<file path="src/sv/irpdt_pkg.sv">
// ----------------------------------------------------------------------------
// irpdt_pkg: shared types and constants of the pulse-distance IR transmitter
// Register indexes, reset values, segment codes and the control structs that
// pass between the configuration block, the waveform core and the top level.
// ----------------------------------------------------------------------------
package irpdt_pkg;

   localparam int CSR_ADDR_W = 3;
   localparam int CSR_DATA_W = 16;

   localparam logic [CSR_ADDR_W-1:0] CSR_CARRIER_HALF = 3'd0;
   localparam logic [CSR_ADDR_W-1:0] CSR_LEADER_MARK  = 3'd1;
   localparam logic [CSR_ADDR_W-1:0] CSR_LEADER_SPACE = 3'd2;
   localparam logic [CSR_ADDR_W-1:0] CSR_UNIT_MARK    = 3'd3;
   localparam logic [CSR_ADDR_W-1:0] CSR_UNIT_SPACE   = 3'd4;

   localparam logic [7:0]  RST_CARRIER_HALF = 8'd13;
   localparam logic [9:0]  RST_LEADER_MARK  = 10'd346;
   localparam logic [15:0] RST_LEADER_SPACE = 16'd4500;
   localparam logic [7:0]  RST_UNIT_MARK    = 8'd21;
   localparam logic [13:0] RST_UNIT_SPACE   = 14'd562;

   localparam logic KIND_TICK = 1'b0;
   localparam logic KIND_SEND = 1'b1;

   localparam int RSP_DATA_W = 8;

   typedef enum logic [2:0] {
      PH_IDLE,
      PH_LEAD_MARK,
      PH_LEAD_SPACE,
      PH_BIT_MARK,
      PH_BIT_SPACE,
      PH_STOP_MARK
   } phase_type;

   typedef struct packed {
      logic [7:0]  carrier_half_ticks;
      logic [9:0]  leader_mark_cycles;
      logic [15:0] leader_space_ticks;
      logic [7:0]  unit_mark_cycles;
      logic [13:0] unit_space_ticks;
   } cfg_type;

   typedef struct packed {
      logic request_rejected;
      logic frame_done;
      logic busy_res;
      logic led_on;
   } result_type;

endpackage

</file>
<file path="src/sv/irpdt_csr.sv">
// ----------------------------------------------------------------------------
// irpdt_csr: timing registers of the IR transmitter
// Holds the five frame timing values; a write lands at the clock edge at which
// the write enable is high. Unknown indexes are ignored.
// ----------------------------------------------------------------------------
module irpdt_csr
   import irpdt_pkg::*;
(
   input  logic                  clock,
   input  logic                  reset,
   input  logic                  csr_we,
   input  logic [CSR_ADDR_W-1:0] csr_addr,
   input  logic [CSR_DATA_W-1:0] csr_wdata,
   output cfg_type               cfg
);

   cfg_type cfg_ff;
   cfg_type cfg_in;

   always_comb begin
      cfg_in = cfg_ff;
      if (csr_we) begin
         case (csr_addr)
            CSR_CARRIER_HALF: cfg_in.carrier_half_ticks = csr_wdata[7:0];
            CSR_LEADER_MARK:  cfg_in.leader_mark_cycles = csr_wdata[9:0];
            CSR_LEADER_SPACE: cfg_in.leader_space_ticks = csr_wdata[15:0];
            CSR_UNIT_MARK:    cfg_in.unit_mark_cycles   = csr_wdata[7:0];
            CSR_UNIT_SPACE:   cfg_in.unit_space_ticks   = csr_wdata[13:0];
            default: ;
         endcase
      end
   end

   always_ff @(posedge clock) begin
      if (reset) begin
         cfg_ff.carrier_half_ticks <= RST_CARRIER_HALF;
         cfg_ff.leader_mark_cycles <= RST_LEADER_MARK;
         cfg_ff.leader_space_ticks <= RST_LEADER_SPACE;
         cfg_ff.unit_mark_cycles   <= RST_UNIT_MARK;
         cfg_ff.unit_space_ticks   <= RST_UNIT_SPACE;
      end else begin
         cfg_ff <= cfg_in;
      end
   end

   assign cfg = cfg_ff;

endmodule

</file>
<file path="src/sv/irpdt_core.sv">
// ----------------------------------------------------------------------------
// irpdt_core: frame sequencer and carrier generator
// Holds the segment state, the code shift register and the carrier counters,
// and advances them by one word per enabled cycle. Segments of zero length
// are skipped in the same cycle in which they would be entered.
// ----------------------------------------------------------------------------
module irpdt_core
   import irpdt_pkg::*;
#(
   parameter int CODE_BITS = 32
)
(
   input  logic        clock,
   input  logic        reset,
   input  cfg_type     cfg,
   input  logic        step_en,
   input  logic        kind,
   input  logic [31:0] code,
   output result_type  res,
   output logic        busy
);

   localparam int BLW = $clog2(CODE_BITS + 1);

   phase_type              phase_ff, phase_in;
   logic [CODE_BITS-1:0]   shift_ff, shift_in, shift_nb;
   logic [BLW-1:0]         bits_ff, bits_in, bits_nb;
   logic [15:0]            space_ff, space_in, space_step, space_lim, bit_len;
   logic [9:0]             cycle_ff, cycle_in, cyc_step, mark_lim;
   logic [7:0]             half_ff, half_in, half_step, half_lim;
   logic                   level_ff, level_in, lvl_step;
   logic                   mark_end, space_end, enter_seg, done, rej;
   logic                   um_zero, us_zero;

   // Entry into a bit cell: stop mark once all bits are out; with no mark
   // length the cell starts at its space; with neither, all remaining bits
   // and the stop mark collapse and the frame ends at once.
   function automatic phase_type bit_entry(input logic no_bits, input logic m_zero,
                                           input logic s_zero);
      phase_type p;
      if (no_bits) begin
         p = m_zero ? PH_IDLE : PH_STOP_MARK;
      end else if (!m_zero) begin
         p = PH_BIT_MARK;
      end else if (!s_zero) begin
         p = PH_BIT_SPACE;
      end else begin
         p = PH_IDLE;
      end
      return p;
   endfunction

   always_comb begin
      um_zero  = (cfg.unit_mark_cycles == 8'd0);
      us_zero  = (cfg.unit_space_ticks == 14'd0);
      half_lim = (cfg.carrier_half_ticks == 8'd0) ? 8'd1 : cfg.carrier_half_ticks;
      bit_len  = shift_ff[CODE_BITS-1]
               ? 16'({cfg.unit_space_ticks, 1'b0}) + 16'(cfg.unit_space_ticks)
               : 16'(cfg.unit_space_ticks);
      mark_lim = (phase_ff == PH_LEAD_MARK) ? cfg.leader_mark_cycles
                                            : 10'(cfg.unit_mark_cycles);
      space_lim = (phase_ff == PH_LEAD_SPACE) ? cfg.leader_space_ticks : bit_len;

      // The carrier starts high; a cycle is counted when a low half ends.
      half_step = half_ff + 8'd1;
      cyc_step  = cycle_ff;
      lvl_step  = level_ff;
      if (half_step >= half_lim) begin
         half_step = 8'd0;
         if (level_ff) begin
            lvl_step = 1'b0;
         end else begin
            lvl_step = 1'b1;
            cyc_step = cycle_ff + 10'd1;
         end
      end
      mark_end   = (cyc_step >= mark_lim);
      space_step = space_ff + 16'd1;
      space_end  = (space_step >= space_lim);
      shift_nb   = shift_ff << 1;
      bits_nb    = (bits_ff == '0) ? bits_ff : bits_ff - BLW'(1);

      phase_in  = phase_ff;
      shift_in  = shift_ff;
      bits_in   = bits_ff;
      space_in  = space_ff;
      cycle_in  = cycle_ff;
      half_in   = half_ff;
      level_in  = level_ff;
      enter_seg = 1'b0;
      done      = 1'b0;
      rej       = 1'b0;

      if (step_en) begin
         if (kind == KIND_SEND) begin
            if (phase_ff != PH_IDLE) begin
               rej = 1'b1;
            end else begin
               shift_in  = CODE_BITS'(code);
               bits_in   = BLW'(CODE_BITS);
               enter_seg = 1'b1;
               if (cfg.leader_mark_cycles != 10'd0) begin
                  phase_in = PH_LEAD_MARK;
               end else if (cfg.leader_space_ticks != 16'd0) begin
                  phase_in = PH_LEAD_SPACE;
               end else begin
                  phase_in = bit_entry(1'b0, um_zero, us_zero);
               end
            end
         end else begin
            case (phase_ff)
               PH_LEAD_MARK: begin
                  half_in  = half_step;
                  cycle_in = cyc_step;
                  level_in = lvl_step;
                  if (mark_end) begin
                     enter_seg = 1'b1;
                     phase_in  = (cfg.leader_space_ticks != 16'd0) ? PH_LEAD_SPACE
                               : bit_entry(bits_ff == '0, um_zero, us_zero);
                  end
               end
               PH_LEAD_SPACE: begin
                  space_in = space_step;
                  if (space_end) begin
                     enter_seg = 1'b1;
                     phase_in  = bit_entry(bits_ff == '0, um_zero, us_zero);
                  end
               end
               PH_BIT_MARK: begin
                  half_in  = half_step;
                  cycle_in = cyc_step;
                  level_in = lvl_step;
                  if (mark_end) begin
                     enter_seg = 1'b1;
                     if (bit_len != 16'd0) begin
                        phase_in = PH_BIT_SPACE;
                     end else begin
                        shift_in = shift_nb;
                        bits_in  = bits_nb;
                        phase_in = bit_entry(bits_nb == '0, um_zero, us_zero);
                     end
                  end
               end
               PH_BIT_SPACE: begin
                  space_in = space_step;
                  if (space_end) begin
                     enter_seg = 1'b1;
                     shift_in  = shift_nb;
                     bits_in   = bits_nb;
                     phase_in  = bit_entry(bits_nb == '0, um_zero, us_zero);
                  end
               end
               PH_STOP_MARK: begin
                  half_in  = half_step;
                  cycle_in = cyc_step;
                  level_in = lvl_step;
                  if (mark_end) begin
                     enter_seg = 1'b1;
                     phase_in  = PH_IDLE;
                  end
               end
               default: ;
            endcase
         end

         if (enter_seg) begin
            space_in = 16'd0;
            cycle_in = 10'd0;
            half_in  = 8'd0;
            level_in = (phase_in == PH_LEAD_MARK) || (phase_in == PH_BIT_MARK)
                    || (phase_in == PH_STOP_MARK);
            done     = (phase_in == PH_IDLE);
         end
      end

      res.led_on           = (phase_in != PH_IDLE) && level_in;
      res.busy_res         = (phase_in != PH_IDLE);
      res.frame_done       = done;
      res.request_rejected = rej;
   end

   always_ff @(posedge clock) begin
      if (reset) begin
         phase_ff <= PH_IDLE;
         shift_ff <= '0;
         bits_ff  <= '0;
         space_ff <= '0;
         cycle_ff <= '0;
         half_ff  <= '0;
         level_ff <= 1'b0;
      end else begin
         phase_ff <= phase_in;
         shift_ff <= shift_in;
         bits_ff  <= bits_in;
         space_ff <= space_in;
         cycle_ff <= cycle_in;
         half_ff  <= half_in;
         level_ff <= level_in;
      end
   end

   assign busy = (phase_ff != PH_IDLE);

endmodule

</file>
<file path="src/sv/ir_pulse_distance_transmitter.sv">
// ----------------------------------------------------------------------------
// ir_pulse_distance_transmitter: NEC-style pulse-distance IR transmitter
// Streams one word per microsecond tick or send request and answers each
// word with the LED level and the frame status after it.
// ----------------------------------------------------------------------------
// Usage:
//   req_ carries one word per tick (req_tuser = 0) or a send request
//   (req_tuser = 1, code in req_tdata). rsp_ returns exactly one word for
//   each req_ word, in order: LED level, busy, rejected, and tlast on the
//   word that ends a frame. The code goes out MSB first.
//   An accepted req_ word is held in the input register, and the segment
//   logic loads its result into the output register, which shows the rsp_
//   word. Throughput is one word per cycle while rsp_tready is high; the
//   only loop is the update of the segment state and carrier counters.
//   When rsp_tready is low the output register holds its word and the input
//   register still takes one more word, after which req_tready drops.
//   Reset empties both registers, returns the sequencer to idle with the LED
//   off and loads the timing registers with 13, 346, 4500, 21 and 562.
//   The csr_ port writes one timing register per cycle at csr_addr; write
//   only while no word is in flight.
// ----------------------------------------------------------------------------
module ir_pulse_distance_transmitter
   import irpdt_pkg::*;
#(
   parameter int CODE_BITS = 32
)
(
   input  logic                  clock,
   input  logic                  reset,
   input  logic                  req_tvalid,
   output logic                  req_tready,
   input  logic [31:0]           req_tdata,   // [31:0] code
   input  logic                  req_tuser,   // [0] kind
   output logic                  rsp_tvalid,
   input  logic                  rsp_tready,
   output logic [RSP_DATA_W-1:0] rsp_tdata,   // [0] led_on, [1] busy_res,
                                              // [2] request_rejected, [7:3] zero
   output logic                  rsp_tlast,   // frame_done
   input  logic                  csr_we,
   input  logic [CSR_ADDR_W-1:0] csr_addr,
   input  logic [CSR_DATA_W-1:0] csr_wdata
);

   cfg_type     cfg;
   result_type  core_res;
   logic        core_busy;

   logic        s1_valid_ff, s1_valid_in;
   logic        s1_kind_ff;
   logic [31:0] s1_code_ff;
   logic        out_valid_ff, out_valid_in;
   result_type  out_res_ff;
   logic        adv;
   logic        req_fire;

   irpdt_csr u_csr (
      .clock     (clock),
      .reset     (reset),
      .csr_we    (csr_we),
      .csr_addr  (csr_addr),
      .csr_wdata (csr_wdata),
      .cfg       (cfg)
   );

   irpdt_core #(
      .CODE_BITS (CODE_BITS)
   ) u_core (
      .clock   (clock),
      .reset   (reset),
      .cfg     (cfg),
      .step_en (adv),
      .kind    (s1_kind_ff),
      .code    (s1_code_ff),
      .res     (core_res),
      .busy    (core_busy)
   );

   // A word leaves the input register whenever the output register is free
   // or is emptied in the same cycle.
   assign adv        = s1_valid_ff && (!out_valid_ff || rsp_tready);
   assign req_tready = !s1_valid_ff || adv;
   assign req_fire   = req_tvalid && req_tready;

   always_comb begin
      s1_valid_in = s1_valid_ff;
      if (req_fire) begin
         s1_valid_in = 1'b1;
      end else if (adv) begin
         s1_valid_in = 1'b0;
      end
      out_valid_in = out_valid_ff;
      if (adv) begin
         out_valid_in = 1'b1;
      end else if (rsp_tready) begin
         out_valid_in = 1'b0;
      end
   end

   always_ff @(posedge clock) begin
      if (reset) begin
         s1_valid_ff  <= 1'b0;
         out_valid_ff <= 1'b0;
      end else begin
         s1_valid_ff  <= s1_valid_in;
         out_valid_ff <= out_valid_in;
      end
   end

   always_ff @(posedge clock) begin
      if (req_fire) begin
         s1_kind_ff <= req_tuser;
         s1_code_ff <= req_tdata;
      end
      if (adv) begin
         out_res_ff <= core_res;
      end
   end

   assign rsp_tvalid = out_valid_ff;
   assign rsp_tdata  = {5'b0, out_res_ff.request_rejected, out_res_ff.busy_res,
                        out_res_ff.led_on};
   assign rsp_tlast  = out_res_ff.frame_done;

`ifndef SYNTHESIS
   // A send request that meets a running frame is flagged and leaves it running.
   a_reject_busy: assert property (@(posedge clock) disable iff (reset)
      adv && (s1_kind_ff == KIND_SEND) && core_busy
      |=> rsp_tvalid && rsp_tdata[2] && rsp_tdata[1] && !rsp_tlast)
      else $error("send request during a frame was not rejected");

   // A tick while idle gives an all-zero word.
   a_idle_tick: assert property (@(posedge clock) disable iff (reset)
      adv && (s1_kind_ff == KIND_TICK) && !core_busy
      |=> rsp_tvalid && (rsp_tdata == '0) && !rsp_tlast)
      else $error("tick while idle produced a nonzero word");

   // A word waiting in the input register is neither lost nor overwritten.
   a_s1_hold: assert property (@(posedge clock) disable iff (reset)
      s1_valid_ff && !adv |=> s1_valid_ff && $stable(s1_code_ff)
                              && $stable(s1_kind_ff))
      else $error("stalled input word was lost or changed");
`endif

endmodule

</file>
<file path="config.mk">
export PLATFORM = sky130hd
export DESIGN_NAME = ir_pulse_distance_transmitter
export DESIGN_NICKNAME = d
export VERILOG_FILES = /design/src/sv/irpdt_pkg.sv /design/src/sv/irpdt_csr.sv /design/src/sv/irpdt_core.sv /design/src/sv/ir_pulse_distance_transmitter.sv
export SDC_FILE = /design/constraint.sdc
export NUM_CORES = 1
export LEC_CHECK = 0
export ABC_CLOCK_PERIOD_IN_PS = 7000
export BUFFER_PORTS_ARGS = -buffer_cell sky130_fd_sc_hd__buf_2
export CAP_MARGIN = 15
export CELL_PAD_IN_SITES_DETAIL_PLACEMENT = 1
export CELL_PAD_IN_SITES_GLOBAL_PLACEMENT = 1
export CORE_ASPECT_RATIO = 0.8
export CORE_MARGIN = 2
export CORE_UTILIZATION = 47
export CTS_CLUSTER_SIZE = 14
export DETAILED_ROUTE_END_ITERATION = 10
export PLACE_DENSITY_LB_ADDON = 0.1
export SLEW_MARGIN = 20
export SYNTH_ARGS = -nofsm -noshare
export SYNTH_HDL_FRONTEND = slang
export SYNTH_SLANG_ARGS = --single-unit
</file>
<file path="constraint.sdc">
create_clock -name clock -period 7 [get_ports clock]
set_clock_uncertainty 0.2 [all_clocks]
set_input_delay 0.35 -clock clock [delete_from_list [all_inputs] [get_ports clock]]
set_output_delay 0.35 -clock clock [all_outputs]
set_load 0.02 [all_outputs]
</file>
==> metrics.md, run 1 <==
| Metric | Value |
|---|---|
| Outcome | `complete, no violations` |
| Post-synth EDFFs | `37` |
| Worst Hold Class | `in -> reg` |
| Post-Synthesis Cells | `1,139` |
| Leak pwr | `4.42 nW` |
| Power Dens Cells | `200 nW/µm²` |
| Crit Path Class | `reg -> reg` |
| Routability congestion estimate | `0.874` |
| Area growth syn-to-layout | `14.0%` |
| Arrival time at the worst endpoint | `6.36 ns` |
| Port Buffers | `62` |
| CTS tree | `yes` |
| ANT nets after route | `0` |
| Post-CTS Setup Repair Bufs | `0` |
| Post-synth cell types | `87` |
| Top FF cell, synth | `dfxtp_1` |
| Wire per inst | `18.4 µm` |
| # diodes | `0` |
| Clock Latency Late Sink | `0.43 ns` |
| CTS clk-pin slew, worst paths | `0.07 ns` |
| Nets | `1,328` |
| Clock sinks | `171` |
| Die Y | `134 µm` |
| # fillers | `2,459` |
| Fraction of layout instances using a drive strength above 1 | `13.7%` |
| Fin worst setup slack | `0.769 ns` |
| Worst slack at placement | `0.862 ns` |
| DRC Markers | `0` |
| Hpwl dp | `19.0 mm` |
| Global-route wire length before repair | `45.6 mm` |
| Number of synthesis warnings | `0` |
| Post-Syn Area | `9960 µm²` |
| Maximum VDD drop | `0.122 mV` |
| Hold Fails Final Rpt | `0` |
| Critical path data required time | `7.13 ns` |
| Critical Path Sink Type | `flip-flop` |
| Die W | `167 µm` |
| Startpoint Class | `flip-flop` |
| Synth async-reset ratio | `0%` |
| Final Cycle Share | `89.0%` |
| RSZ-0062 raised after global routing | `false` |
| H-tree Lvls | `4` |
| Boundary Pins | `68` |
| FMAX | `160 MHz` |
| Initial core utilization | `48.0%` |
| Syn Area/Cell | `8.75 µm²` |
| Clk root buf | `clkbuf_16` |
| Die ar. | `22,400 µm²` |
| Wirelength, routed | `27.5 mm` |
| Vias | `8,548` |
| Bufs on Longest Clock Path | `2` |
| Sum of negative setup slack | `0 ns` |
| Vias per std cell | `5.73` |
| Final setup viols | `0` |
| FP Rows | `47` |
| Pre-Repair DR Iteration Count | `5` |
| Worst Path Max Fanout | `14` |
| 1st-iter DRT viols | `488` |
| Max-capacitance violation count | `0` |
| Global route total overflow | `0` |
| Tmin final | `6.23 ns` |
| Synth Register Bits | `171` |
| Seq/Total Area, Yosys | `38.1%` |
| CTS Buf Count | `17` |
| Max transition margin | `30.2%` |
| Largest net degree at the start of global routing | `76` |
| Vias in the first global route | `8,793` |
| Final Max Tran Viols | `0` |
| Antenna violations before repair | `0` |
| Total track usage | `25.1%` |
| Worst-Margin Slew | `1.04 ns` |
| Core area | `20,800 µm²` |
## critical path, stage by stage, from the launching register on
cell	delay, ns
dfxtp_1	0.43
ha_1	0.29
nand3_1	0.14
or2_2	0.30
nand2_1	0.07
ha_1	0.23
a21oi_1	0.14
o21ai_0	0.12
a221oi_1	0.52
nor2_1	0.26
nand4_1	0.27
xnor2_1	0.16
ha_1	0.27
a21o_1	0.19
a221oi_1	0.41
o21ai_2	0.22
a22oi_1	0.27
a2111oi_2	0.09
nor2_1	0.51
a21o_1	0.53
inv_1	0.19
a311oi_1	0.31
## per-stage QoR
step / instance area [µm²] / power (mW) / util (%) / std cells / hold slack (ns)
floorplan: 9980 / 1.25 / - / 1143 / 0.236
global placement: 10400 / 1.31 / 50.0 / 1419 / 0.249
detailed placement: 10400 / 1.32 / 50.0 / 1419 / 0.256
CTS: 11400 / 2.29 / 54.7 / 1491 / 0.00257
global route: 11400 / 2.36 / 54.7 / 1491 / 0.00404
finish: 11400 / 2.27 / 54.7 / 1491 / 0.0154
## Yosys cell counts, types with 4 or more instances
cell type / n / share of area (%)
a31oi_1: 7 / 0.44
a211o_1: 8 / 0.70
and2_1: 7 / 0.44
dfxtp_1: 134 / 27
buf_2: 7 / 0.35
nor3_1: 10 / 0.50
nor2b_1: 19 / 1.2
and3_1: 18 / 1.1
or2_2: 6 / 0.38
a311oi_1: 6 / 0.53
xnor2_1: 16 / 1.4
a21o_1: 6 / 0.45
nand3b_1: 25 / 1.9
a221oi_1: 4 / 0.35
or3_1: 4 / 0.25
mux2i_1: 51 / 5.1
xor2_1: 14 / 1.2
clkbuf_1: 40 / 1.5
o21ai_0: 45 / 2.3
nand2_1: 172 / 6.5
a211oi_1: 22 / 1.7
o211ai_1: 10 / 0.75
mux2_2: 5 / 0.57
nor2_1: 88 / 3.3
a22oi_1: 12 / 0.90
nand3_1: 29 / 1.5
nor4_1: 12 / 0.75
nor2_2: 17 / 1.1
ha_1: 61 / 7.7
buf_4: 9 / 0.68
a21oi_1: 88 / 4.4
nand4_1: 13 / 0.82
a211oi_2: 16 / 2.0
edfxtp_1: 37 / 11
nand2b_1: 15 / 0.94
inv_1: 34 / 1.3
## area by class of cell
cell class | count | area [µm²] | area share, %
Clock inverter | 13 | 144 | 1.27
Sequential cell | 171 | 3790 | 33.4
Timing Repair Buffer | 111 | 781 | 6.87
Clock buffer | 19 | 433 | 3.81
Tap cell | 269 | 337 | 2.96
Multi-Input combinational cell | 874 | 5740 | 50.6
Inverter | 34 | 128 | 1.12
## repair_timing
item / 4_1_cts / 5_1_grt
resized for setup: 0 / 0
hold endpoints to repair: 43 / 0
hold buffers: 40 / 0
## report_power, final
part	switching (mW)	internal, mW
Combinational	0.154	0.0990
Sequential	0.0246	1.04
Clock	0.424	0.529
## metal layers
| metal | part of all wire [%] | up-vias | wire length [µm] | track usage, % |
|---|---|---|---|---|
| li1 | - | 4228 | - | - |
| met1 | 48 | 4177 | 13300 | 34.5 |
| met2 | 47 | 123 | 13000 | 42.1 |
| met3 | 3.4 | 20 | 937 | 4.63 |
| met4 | 0.84 | 0 | 232 | 4.21 |
| met5 | 0 | - | 0 | 0 |
## state kept, by name, indices dropped and copies added, names as in the netlist
| signal | cells |
|---|---|
| rsp_tdata | 3 |
| rsp_tlast | 1 |
| rsp_tvalid | 1 |
| s1_code_ff | 32 |
| s1_kind_ff | 1 |
| s1_valid_ff | 1 |
| u_core.bits_ff | 6 |
| u_core.cycle_ff | 10 |
| u_core.half_ff | 8 |
| u_core.level_ff | 1 |
| u_core.phase_ff | 3 |
| u_core.shift_ff | 32 |
| u_core.space_ff | 16 |
| u_csr.cfg | 56 |
## cell usage in the layout, fill, tap and decap left out, types with 18 or more instances in the layout
master / instances
a211oi_1: 22
and3_1: 18
nand2_1: 172
dlygate4sd3_1: 40
dfxtp_1: 134
ha_1: 61
nor2b_1: 19
mux2i_1: 51
o21ai_0: 45
inv_1: 34
nand3_1: 29
nand3b_1: 25
buf_2: 61
a21oi_1: 88
edfxtp_1: 37
nor2_1: 86
nor2_2: 19
## worst paths after layout
check / startpoint / slack, ns / cells after the start / end
setup reg to reg: u_core.half_ff[0]$_SDFFE_PP0P_ / 0.77 / 21 / u_core.cycle_ff[3]$_SDFFE_PP0P_
hold / removal: csr_wdata[15] / 0.02 / 3 / u_csr.cfg[37]$_SDFFE_PP0P_
hold reg to reg: u_csr.cfg[49]$_SDFFE_PP0P_ / 0.27 / 2 / u_csr.cfg[49]$_SDFFE_PP0P_
setup / recovery: u_core.half_ff[0]$_SDFFE_PP0P_ / 0.77 / 21 / u_core.cycle_ff[3]$_SDFFE_PP0P_
## cells by family (layout without fill, tap and decap cells)
group	after synthesis	count (layout)	share of synthesized area [%]
AND/OR/NAND/NOR	448	448	21.9
AO/OA/AOI/OAI	272	272	19.1
flip-flops	171	171	38.1
buffers and inverters	98	177	4.50
adder cells (fa/ha/maj)	62	62	7.86
multiplexers	57	57	5.84
XOR/XNOR	30	30	2.64
other	1	5	0.0376
Note: power is estimated with default switching activity, not from simulation.
==> inputs of run 2 (changes only) <==
- CAP_MARGIN: 15 -> 20
- CORE_UTILIZATION: 47 -> 48
- CTS_BUF_LIST: default -> sky130_fd_sc_hd__clkbuf_8
==> metrics.md, run 2 (same netlist as run 1, synthesis figures left out) <==
| Metric | Value |
|---|---|
| Max transition margin | `36.6% (was 30.2%)` |
| Logic gate share of total power | `12.7% (was 11.1%)` |
| Worst Setup EP | `u_core.cycle_ff[3]$_SDFFE_PP0P_ (unchanged)` |
| Startpoint Class | `flip-flop (unchanged)` |
| FMAX | `161 MHz (was 160 MHz)` |
| Vias in the first global route | `8,699 (was 8,793)` |
| P_int | `1.42 mW (was 1.67 mW)` |
| Post-CTS Setup Repair Bufs | `0 (unchanged)` |
| Critical Path Most Common Cell | `ha_1 (unchanged)` |
| Critical path's top delay family | `compound AO/OA/AOI/OAI gates (unchanged)` |
| Port Buffers | `62 (unchanged)` |
| Hold_ws | `0.0694 ns (was 0.0154 ns)` |
| Max Used Layer | `met4 (unchanged)` |
| Worst-Margin Slew | `0.944 ns (was 1.04 ns)` |
| Die ar. | `21,900 µm² (was 22,400 µm²)` |
| Clock sinks | `171 (unchanged)` |
| Clock share of power | `35.4% (was 42.0%)` |
| RSZ-0062 raised after global routing | `false (unchanged)` |
| Die W | `165 µm (was 167 µm)` |
| # fillers | `2,430 (was 2,459)` |
| Critical path depth | `21 (unchanged)` |
| Hpwl dp | `19.5 mm (was 19.0 mm)` |
| Largest net degree at the start of global routing | `101 (was 76)` |
| CTS clk-pin slew, worst paths | `0.11 ns (was 0.07 ns)` |
| Count of buffer and inverter cells on the critical path | `1 (unchanged)` |
| # diodes | `0 (unchanged)` |
| Final Max Tran Viols | `0 (unchanged)` |
| Nets | `1,340 (was 1,328)` |
| Reg power frac | `52.0% (was 46.9%)` |
| ANT nets after route | `0 (unchanged)` |
| Reg-to-reg endpoint | `u_core.cycle_ff[3]$_SDFFE_PP0P_ (unchanged)` |
| Die Y | `133 µm (was 134 µm)` |
| Worst reg2reg path depth | `21 (unchanged)` |
| Hold Fails Final Rpt | `0 (unchanged)` |
| Max reg flops | `56 (unchanged)` |
| Maximum VDD drop | `0.0971 mV (was 0.122 mV)` |
| R2R Path Start | `u_core.half_ff[0]$_SDFFE_PP0P_ (unchanged)` |
| Antenna violations before repair | `0 (unchanged)` |
| Power Dens Cells | `181 nW/µm² (was 200 nW/µm²)` |
| Leak pwr | `4.40 nW (was 4.42 nW)` |
| Final setup viols | `0 (unchanged)` |
| CTS tree | `yes (unchanged)` |
| FP Rows | `47 (unchanged)` |
| Vias per std cell | `5.76 (was 5.73)` |
| Sum of negative setup slack | `0 ns (unchanged)` |
| Critical path's largest stage delay | `0.55 ns (was 0.53 ns)` |
| Global route total overflow | `0 (unchanged)` |
| Sw Pwr | `628 µW (was 603 µW)` |
| Outcome | `complete, no violations (unchanged)` |
| Bufs on Longest Clock Path | `2 (unchanged)` |
| Core area | `20,500 µm² (was 20,800 µm²)` |
| Wirelength, routed | `27.9 mm (was 27.5 mm)` |
| Routability congestion estimate | `0.911 (was 0.874)` |
| Tmin final | `6.21 ns (was 6.23 ns)` |
| Arrival time at the worst endpoint | `6.41 ns (was 6.36 ns)` |
| Wl on met1 | `13.6 mm (was 13.3 mm)` |
| Total track usage | `26.0% (was 25.1%)` |
| Clk root buf | `clkbuf_8 (was clkbuf_16)` |
| Critical path data required time | `7.20 ns (was 7.13 ns)` |
| H-tree Lvls | `4 (unchanged)` |
| CTS Buf Count | `17 (unchanged)` |
| Global-route wire length before repair | `45.2 mm (was 45.6 mm)` |
| Worst Path Max Fanout | `14 (unchanged)` |
| Pwr Total | `2.05 mW (was 2.27 mW)` |
| Critical Path Sink Type | `flip-flop (unchanged)` |
| Slowest CP cell | `a221oi_1 (was a21o_1)` |
| Sw frac | `30.6% (was 26.5%)` |
| Boundary Pins | `68 (unchanged)` |
| Design area | `11,300 µm² (was 11,400 µm²)` |
| Initial core utilization | `48.5% (was 48.0%)` |
| CP cell instances | `ha_1 -> nand3_1 -> or2_2 -> nand2_1 -> ha_1 -> a21oi_1 -> o21ai_0 -> a221oi_1 -> nor2_1 -> nand4_1 -> xnor2_1 -> ha_1 -> a21o_1 -> a221oi_1 -> o21ai_2 -> a22oi_1 -> a2111oi_2 -> nor2_1 -> a21o_1 -> inv_1 -> a311oi_1 (unchanged)` |
| Pre-Repair DR Iteration Count | `5 (unchanged)` |
| Final Cycle Share | `88.7% (was 89.0%)` |
| 1st-iter DRT viols | `566 (was 488)` |
| Wire per inst | `18.5 µm (was 18.4 µm)` |
| DRC Markers | `0 (unchanged)` |
| Crit Path Class | `reg -> reg (unchanged)` |
| Worst Hold Class | `in -> reg (unchanged)` |
| Max-capacitance violation count | `0 (unchanged)` |
| Crit path from | `u_core.half_ff[0]$_SDFFE_PP0P_ (unchanged)` |
| Commonest non-fill, non-tap cells in the layout | `nand2_1 (172), dfxtp_1 (134), a21oi_1 (88) (unchanged)` |
| Area growth syn-to-layout | `13.4% (was 14.0%)` |
| Metal2 WL | `13.0 mm (about the same)` |
| Vias | `8,662 (was 8,548)` |
| Met3 WL | `893 µm (was 937 µm)` |
| Most common cell after layout, fill and taps aside | `nand2_1 (unchanged)` |
| Post_cts resized | `0 (unchanged)` |
| Placed Area | `10,400 µm² (unchanged)` |
| Fraction of layout instances using a drive strength above 1 | `13.9% (was 13.7%)` |
| Clock Latency Late Sink | `0.49 ns (was 0.43 ns)` |
| R2r setup slk | `0.79 ns (was 0.77 ns)` |
-- run 2: cell count changes in the layout (fill, tap and decap cells not counted), sizes merged --
cell / before / now
bufinv: 2 / 0
clkbuf: 19 / 18
clkinv: 3 / 5
clkinvlp: 5 / 1
dlygate4sd3: 40 / 52
inv: 37 / 42
-- run 2: worst min path at each step --
| stage | start | to | slack (ns) | cells after the start |
|---|---|---|---|---|
| finish | reset | u_core.bits_ff[0]$_SDFFE_PP0P_ | 0.07 | 2 |
| global route | reset | u_core.bits_ff[0]$_SDFFE_PP0P_ | 0.06 | 2 |
| CTS | reset | u_core.bits_ff[0]$_SDFFE_PP0P_ | 0.06 | 2 |
| detailed placement | u_csr.cfg[49]$_SDFFE_PP0P_ | u_csr.cfg[49]$_SDFFE_PP0P_ | 0.25 | 2 |
| global placement | u_csr.cfg[49]$_SDFFE_PP0P_ | u_csr.cfg[49]$_SDFFE_PP0P_ | 0.25 | 2 |
| floorplan | u_csr.cfg[49]$_SDFFE_PP0P_ | u_csr.cfg[49]$_SDFFE_PP0P_ | 0.24 | 2 |
-- run 2: through the flow --
step	cells	worst slack, ns	utilization [%]
after CTS	1503	0.762	55.0
after global placement	1419	1.12	50.6
after detailed placement	1419	0.779	50.6
after global routing	1503	0.229	55.1
final	1503	0.793	55.1
after floorplan	1143	2.07	-
-- run 2: cell type report --
type	instances	area, µm²	share of cell area, %
Clock buffer	18	248	2.19
Timing Repair Buffer	123	905	8.00
Tap cell	269	337	2.98
Sequential cell	171	3790	33.6
Inverter	34	128	1.13
Clock inverter	14	149	1.32
Multi-Input combinational cell	874	5740	50.8
-- run 2: repair_timing --
item,4_1_cts,5_1_grt
endpoints found under the setup margin,0,0
endpoints found under the hold margin,81,0
hold buffers,52,0
-- run 2: power groups by stage --
stage | Combinational, mW | Sequential [mW] | Clock [mW]
2_1_floorplan | 0.169 | 1.08 | 0
3_3_place_gp | 0.227 | 1.09 | 0
3_5_place_dp | 0.234 | 1.09 | 0
4_1_cts | 0.257 | 1.06 | 0.734
5_1_grt | 0.287 | 1.07 | 0.774
6_report | 0.260 | 1.07 | 0.725
-- run 2: routing by layer --
| layer | vias to the layer above | GRT usage (%) |
|---|---|---|
| met2 | 132 | 41.8 |
| li1 | 4252 | - |
| met3 | 28 | 4.89 |
| met4 | 0 | 5.89 |
| met5 | - | 0 |
| met1 | 4250 | 36.2 |
